File: config.mk
export PLATFORM = sky130hd
export DESIGN_NAME = sha512_ram
export DESIGN_NICKNAME = d
export VERILOG_FILES = /design/src/sv/sha512_ram.sv
export SDC_FILE = /design/constraint.sdc
export NUM_CORES = 1
export LEC_CHECK = 0
export BUFFER_PORTS_ARGS = -buffer_cell sky130_fd_sc_hd__buf_2
export CAP_MARGIN = 20
export CORE_ASPECT_RATIO = 0.9
export CORE_UTILIZATION = 45
export CTS_CLUSTER_DIAMETER = 200
export CTS_CLUSTER_SIZE = 10
export DETAILED_ROUTE_END_ITERATION = 6
export PLACE_DENSITY = 0.59
export SETUP_SLACK_MARGIN = 0.2
export SLEW_MARGIN = 20
export SYNTH_ARGS = -nofsm -noshare
export SYNTH_HDL_FRONTEND = slang
export SYNTH_SLANG_ARGS = --single-unit
File: constraint.sdc
create_clock -name clk -period 16.2 [get_ports clk]
set_input_delay 0.81 -clock clk [delete_from_list [all_inputs] [get_ports clk]]
set_output_delay 0.81 -clock clk [all_outputs]
set_load 0.01 [all_outputs]
File: src/sv/sha512_ram.sv
`timescale 1ns / 1ps
module sha512_ram #(
  parameter int Width = 64,
  parameter int Depth = 16
) (
  input  logic                     clk,
  input  logic                     we,
  input  logic [$clog2(Depth)-1:0] waddr,
  input  logic [Width-1:0]         wdata,
  input  logic [$clog2(Depth)-1:0] raddr,
  output logic [Width-1:0]         rdata
);
  logic [Width-1:0] mem [Depth];

  always_ff @(posedge clk) begin
    if (we) mem[waddr] <= wdata;
    rdata <= mem[raddr];
  end
endmodule

======== Word-level counts from Yosys, hierarchy flattened ========
Memories as Yosys holds them, arrays and structs flattened. A register that Yosys moved wholly into a read port is not among the register bits.
Index checks and enable logic that the tools add are counted.
storage, ports and cells
  logic and storage cells ................. 3
  input bits .............................. 74
  bits in read-only memories .............. 0
  bits in writable memories ............... 1024
  memories kept ........................... 1
  output and inout bits ................... 64
  latch bits .............................. 0
  register bits after elaboration ......... 0
memories
  name  words  bits a word  read ports  clocked after memory_dff  wr ports  line  source
  mem   16     64           1           1                         1         13    logic [Width-1:0] mem [Depth];
cells by class
  order comparisons ....................... 0
  reduce and logical (&&, ||, !) cells .... 0
  bitwise gates (word level) .............. 0
  multipliers ............................. 0
  divide/modulo/power cells ............... 0
  equal/unequal tests ..................... 0
  add/sub/neg operators ................... 0
  mux-type cells .......................... 2
  shift-type cells ........................ 0
operators by type and width
  kind    number
  $mux 1  2

======== Logic depth before layout (Yosys ltp) ========
  depth in word-level cells ............... 2
  gate-level depth with buffers ........... 6
  depth with buffers taken out ............ 3

======== Worst setup path before layout ========
No wires, ideal clock.
  path kind ............................... input to register
  start point ............................. input port waddr[2]
  end point ............................... memory mem[0][0], enable pin
  cell stages on the path ................. 2
  data required time ...................... 15.635 ns
  path buffers ............................ 0
  setup time .............................. 0.565 ns
  arrival time ............................ 5.673 ns
  setup slack ............................. 9.961 ns
  cell sequence ........................... or3b_2 nor3_1
RTL lines
  element      line  source
  from (decl)  8     input logic [$clog2(Depth)-1:0] waddr,
  to (decl)    13
No word-level cell before the write port.

==> report_table.html <==
<table>
<tr><th>Metric</th><th>Value</th></tr>
<tr><th colspan="2">Global route</th></tr>
<tr><td>Met2 Resource Use GR</td><td>30.69%</td></tr>
<tr><td>Most heavily used metal layer in global routing</td><td>met2</td></tr>
<tr><td>Met1 layer usage reported by global route</td><td>29.47%</td></tr>
<tr><td>Remaining Overflow, GRT</td><td>0</td></tr>
<tr><td>Via count of the first global-routing pass</td><td>19080</td></tr>
<tr><td>Global-route met3 utilization</td><td>4.611%</td></tr>
<tr><td>Total Routing Usage GR</td><td>20.05%</td></tr>
<tr><td>Global-route wire length before repair</td><td>129100 um</td></tr>
<tr><td>Number of antenna violations at the first check in global routing</td><td>10</td></tr>
<tr><td>Largest net degree at the start of global routing</td><td>74</td></tr>
<tr><th colspan="2">Floorplan</th></tr>
<tr><td>Overall die width</td><td>314.6 um</td></tr>
<tr><td>Height of the die</td><td>283.4 um</td></tr>
<tr><td>Initial cell density of the core</td><td>45.74%</td></tr>
<tr><td>Area inside the core boundary</td><td>0.08653 sq mm</td></tr>
<tr><td>Number of rows created at floorplan</td><td>102</td></tr>
<tr><td>Total Die Area</td><td>0.08915 sq mm</td></tr>
<tr><td>Number of primary I/O pins</td><td>138</td></tr>
<tr><th colspan="2">Setup path</th></tr>
<tr><td>Critical register-to-register path startpoint</td><td>mem[11][12]$_DFFE_PP_</td></tr>
<tr><td>Data arrival time of the critical path</td><td>4160 ps</td></tr>
<tr><td>Register-to-register setup slack</td><td>14840 ps</td></tr>
<tr><td>Worst Path Class, Setup</td><td>in2reg</td></tr>
<tr><td>Worst setup path endpoint</td><td>rdata[46]$_DFF_P_</td></tr>
<tr><td>Origin of the worst setup path</td><td>raddr[0]</td></tr>
<tr><td>Endpoint required time on the critical path</td><td>16750 ps</td></tr>
<tr><td>Crit-path max FO</td><td>73</td></tr>
<tr><td>Startpoint types</td><td>input pin</td></tr>
<tr><td>Worst r2r path cells</td><td>3</td></tr>
<tr><td>Endpoint of the lowest-slack register-to-register path</td><td>rdata[12]$_DFF_P_</td></tr>
<tr><td>Crit. End Element</td><td>flop</td></tr>
<tr><th colspan="2">Clocking</th></tr>
<tr><td>CTS tree</td><td>done</td></tr>
<tr><td>CTS buffer count</td><td>118</td></tr>
<tr><td>Worst skew pair latency</td><td>680 ps</td></tr>
<tr><td># hold bufs at CTS</td><td>0</td></tr>
<tr><td>Setup Buffers After CTS</td><td>0</td></tr>
<tr><td>Clock root cell</td><td>clkbuf_16</td></tr>
<tr><td>Sink Count</td><td>1088</td></tr>
<tr><td>Clock transition at the registers of the reported paths</td><td>50 ps</td></tr>
<tr><td>Max clock buf depth</td><td>3</td></tr>
<tr><td>Resized Gates After CTS</td><td>0</td></tr>
<tr><td>H-tree level count</td><td>3</td></tr>
<tr><th colspan="2">Yosys</th></tr>
<tr><td>Number of library cell types mapped by synthesis</td><td>18</td></tr>
<tr><td>Share of synthesized area occupied by flip-flops and latches</td><td>80.92%</td></tr>
<tr><td>Top cell type by total area after synthesis</td><td>edfxtp_1</td></tr>
<tr><td>Number of register bits inferred by synthesis</td><td>1088</td></tr>
<tr><td>Post-synth design cell area</td><td>0.03958 sq mm</td></tr>
<tr><td>Synth Net Count</td><td>1721</td></tr>
<tr><td>Fraction of synthesized cell area taken by the top area cell type</td><td>77.69%</td></tr>
<tr><td>Synth Area per Inst</td><td>24.03 sq um</td></tr>
<tr><td>Warnings from Yosys</td><td>0</td></tr>
<tr><td>Cell types occupying the most area after synthesis</td><td>edfxtp_1 (78%), mux4_2 (15%), dfxtp_1 (3.2%)</td></tr>
<tr><td>Synth Instances</td><td>1647</td></tr>
<tr><th colspan="2">Route</th></tr>
<tr><td>Detail Route Antenna Nets</td><td>0</td></tr>
<tr><td>Wire per inst</td><td>28.46 um</td></tr>
<tr><td>First-pass iteration count of the detailed router</td><td>5</td></tr>
<tr><td>DRC</td><td>0</td></tr>
<tr><td>Detailed router's first-iteration violation count</td><td>1703</td></tr>
<tr><td>Via-to-Cell Ratio</td><td>5.813</td></tr>
<tr><td>Total wire length</td><td>88100 um</td></tr>
<tr><td>Number of vias in the routed layout</td><td>18000</td></tr>
<tr><th colspan="2">Timing</th></tr>
<tr><td>Worst slew margin relative to its limit</td><td>20.13%</td></tr>
<tr><td>Fin Setup TNS</td><td>0 ps</td></tr>
<tr><td>Final cycle utilization of the critical path</td><td>22.24%</td></tr>
<tr><td>RSZ-0062 raised after global routing</td><td>no</td></tr>
<tr><td>Final setup viols</td><td>0</td></tr>
<tr><td>Count of final max-slew check failures</td><td>0</td></tr>
<tr><td>Period minus WS final</td><td>3603 ps</td></tr>
<tr><td>Largest clock skew in the final design</td><td>20.92 ps</td></tr>
<tr><td>Actual slew at the worst max-slew pin</td><td>1198 ps</td></tr>
<tr><td>Final Hold Violating Endpoints</td><td>0</td></tr>
<tr><td>Maximum clock rate</td><td>277.5 MHz</td></tr>
<tr><th colspan="2">Layout</th></tr>
<tr><td>Layout cell share with drive strength beyond 1</td><td>29.63%</td></tr>
<tr><td>Synth-to-layout area growth</td><td>14.05%</td></tr>
<tr><td>Final Net Count</td><td>1932</td></tr>
<tr><td>Share of the core filled with cells in the final layout</td><td>52.17%</td></tr>
<tr><th colspan="2">Placed design</th></tr>
<tr><td>Number of input and output port buffers inserted</td><td>137</td></tr>
<tr><td>HPWL after detailed placement</td><td>41340 um</td></tr>
<tr><td>Routability congestion estimate</td><td>0.6988</td></tr>
<tr><th colspan="2">Pwr</th></tr>
<tr><td>Lkg Pwr</td><td>14.39 nW</td></tr>
<tr><td>Largest voltage drop on the vdd net</td><td>78.18 uV</td></tr>
<tr><td>Power density over the cells</td><td>129.4 mW/mm^2</td></tr>
<tr><th colspan="2">Worst hold path</th></tr>
<tr><td>Worst min-delay path category</td><td>in2reg</td></tr>
<tr><th colspan="2">Outcome</th></tr>
<tr><td>Run status</td><td>complete, no violations</td></tr>
<tr><th colspan="2">Run</th></tr>
<tr><td># Max-Cap Violations</td><td>0</td></tr>
</table>
cells in the final DEF (no fill, tap or decap), types with 4 or more instances in the layout:
cell type  count
dfxtp_1       64
a22oi_1      128
mux4_2       256
nor2_4        13
buf_2        135
nand2_1       65
edfxtp_1    1024
buf_4         35
clkbuf_16    119
nor3_2         4
clkbuf_1      87
flip-flops by register name, summed over array words and instances, names as in the netlist:
name	count
rdata	64
mem	1024
power breakdown:
group | switching, mW | internal [mW]
clock network | 1.03 | 1.37
logic | 0.162 | 0.108
registers | 0.0213 | 3.15
total | 1.21 | 4.63
worst min-delay path by stage:
stage | startpoint | depth (start not counted) | end | slack, ps
floorplan | mem[14][0]$_DFFE_PP_ | 3 | rdata[0]$_DFF_P_ | 630
detailed placement | mem[14][45]$_DFFE_PP_ | 3 | rdata[45]$_DFF_P_ | 650
global placement | mem[15][26]$_DFFE_PP_ | 3 | rdata[26]$_DFF_P_ | 660
global route | wdata[16] | 1 | mem[13][16]$_DFFE_PP_ | 480
finish | wdata[16] | 1 | mem[13][16]$_DFFE_PP_ | 500
CTS | wdata[45] | 1 | mem[10][45]$_DFFE_PP_ | 460
cells in the mapped netlist, drive strengths merged:
master  instances
a22oi         128
and2            1
buf            48
clkbuf         36
dfxtp          64
edfxtp       1024
mux4          256
nand2          65
nand2b          2
nand3           1
nand3b          2
nor2           13
nor2b           2
nor3            4
or3b            1
through the flow:
step                std cells  worst slack (ps)  power, mW  hold slack (ps)  area [sq um]
detailed placement       2880             11780      3.504            653.2         41670
finish                   3096             12600      5.843            498.9         45140
floorplan                1647              9961      3.382            634.9         39580
global placement         2880             11830      3.495            658.2         41670
CTS                      3093             12490      5.900            463.4         45080
global route             3095             12230      6.024            475.8         45140
layer usage:
metal  wire length, um  share of wire [%]
met5                82              0.093
met4              1617                1.8
met3              5959                6.8
met2             41410                 47
met1             39030                 44
final cells by class:
| type | count | area (sq um) |
|---|---|---|
| tap | 1144 | 1431 |
| sequential | 1088 | 32030 |
| timing repair buffer | 175 | 1035 |
| clock buffer | 207 | 3318 |
| fill | 6749 | 41390 |
| antenna | 1 | 2.502 |
| clock inverter | 6 | 90.09 |
| multi-input combinational | 475 | 7234 |
worst max-delay path, stage by stage:
cell     delay [ps]
buf_8           580
buf_4           790
buf_4           880
mux4_2          600
a22oi_1         220
nand2_1          70
cell families after synthesis:
logic type,share of synthesized area (%)
flops,80.92
buf+inv,1.141
simple gates,0.9420
compound gates,2.428
mux,14.57
No activity file was read; power rests on OpenSTA's default activity.
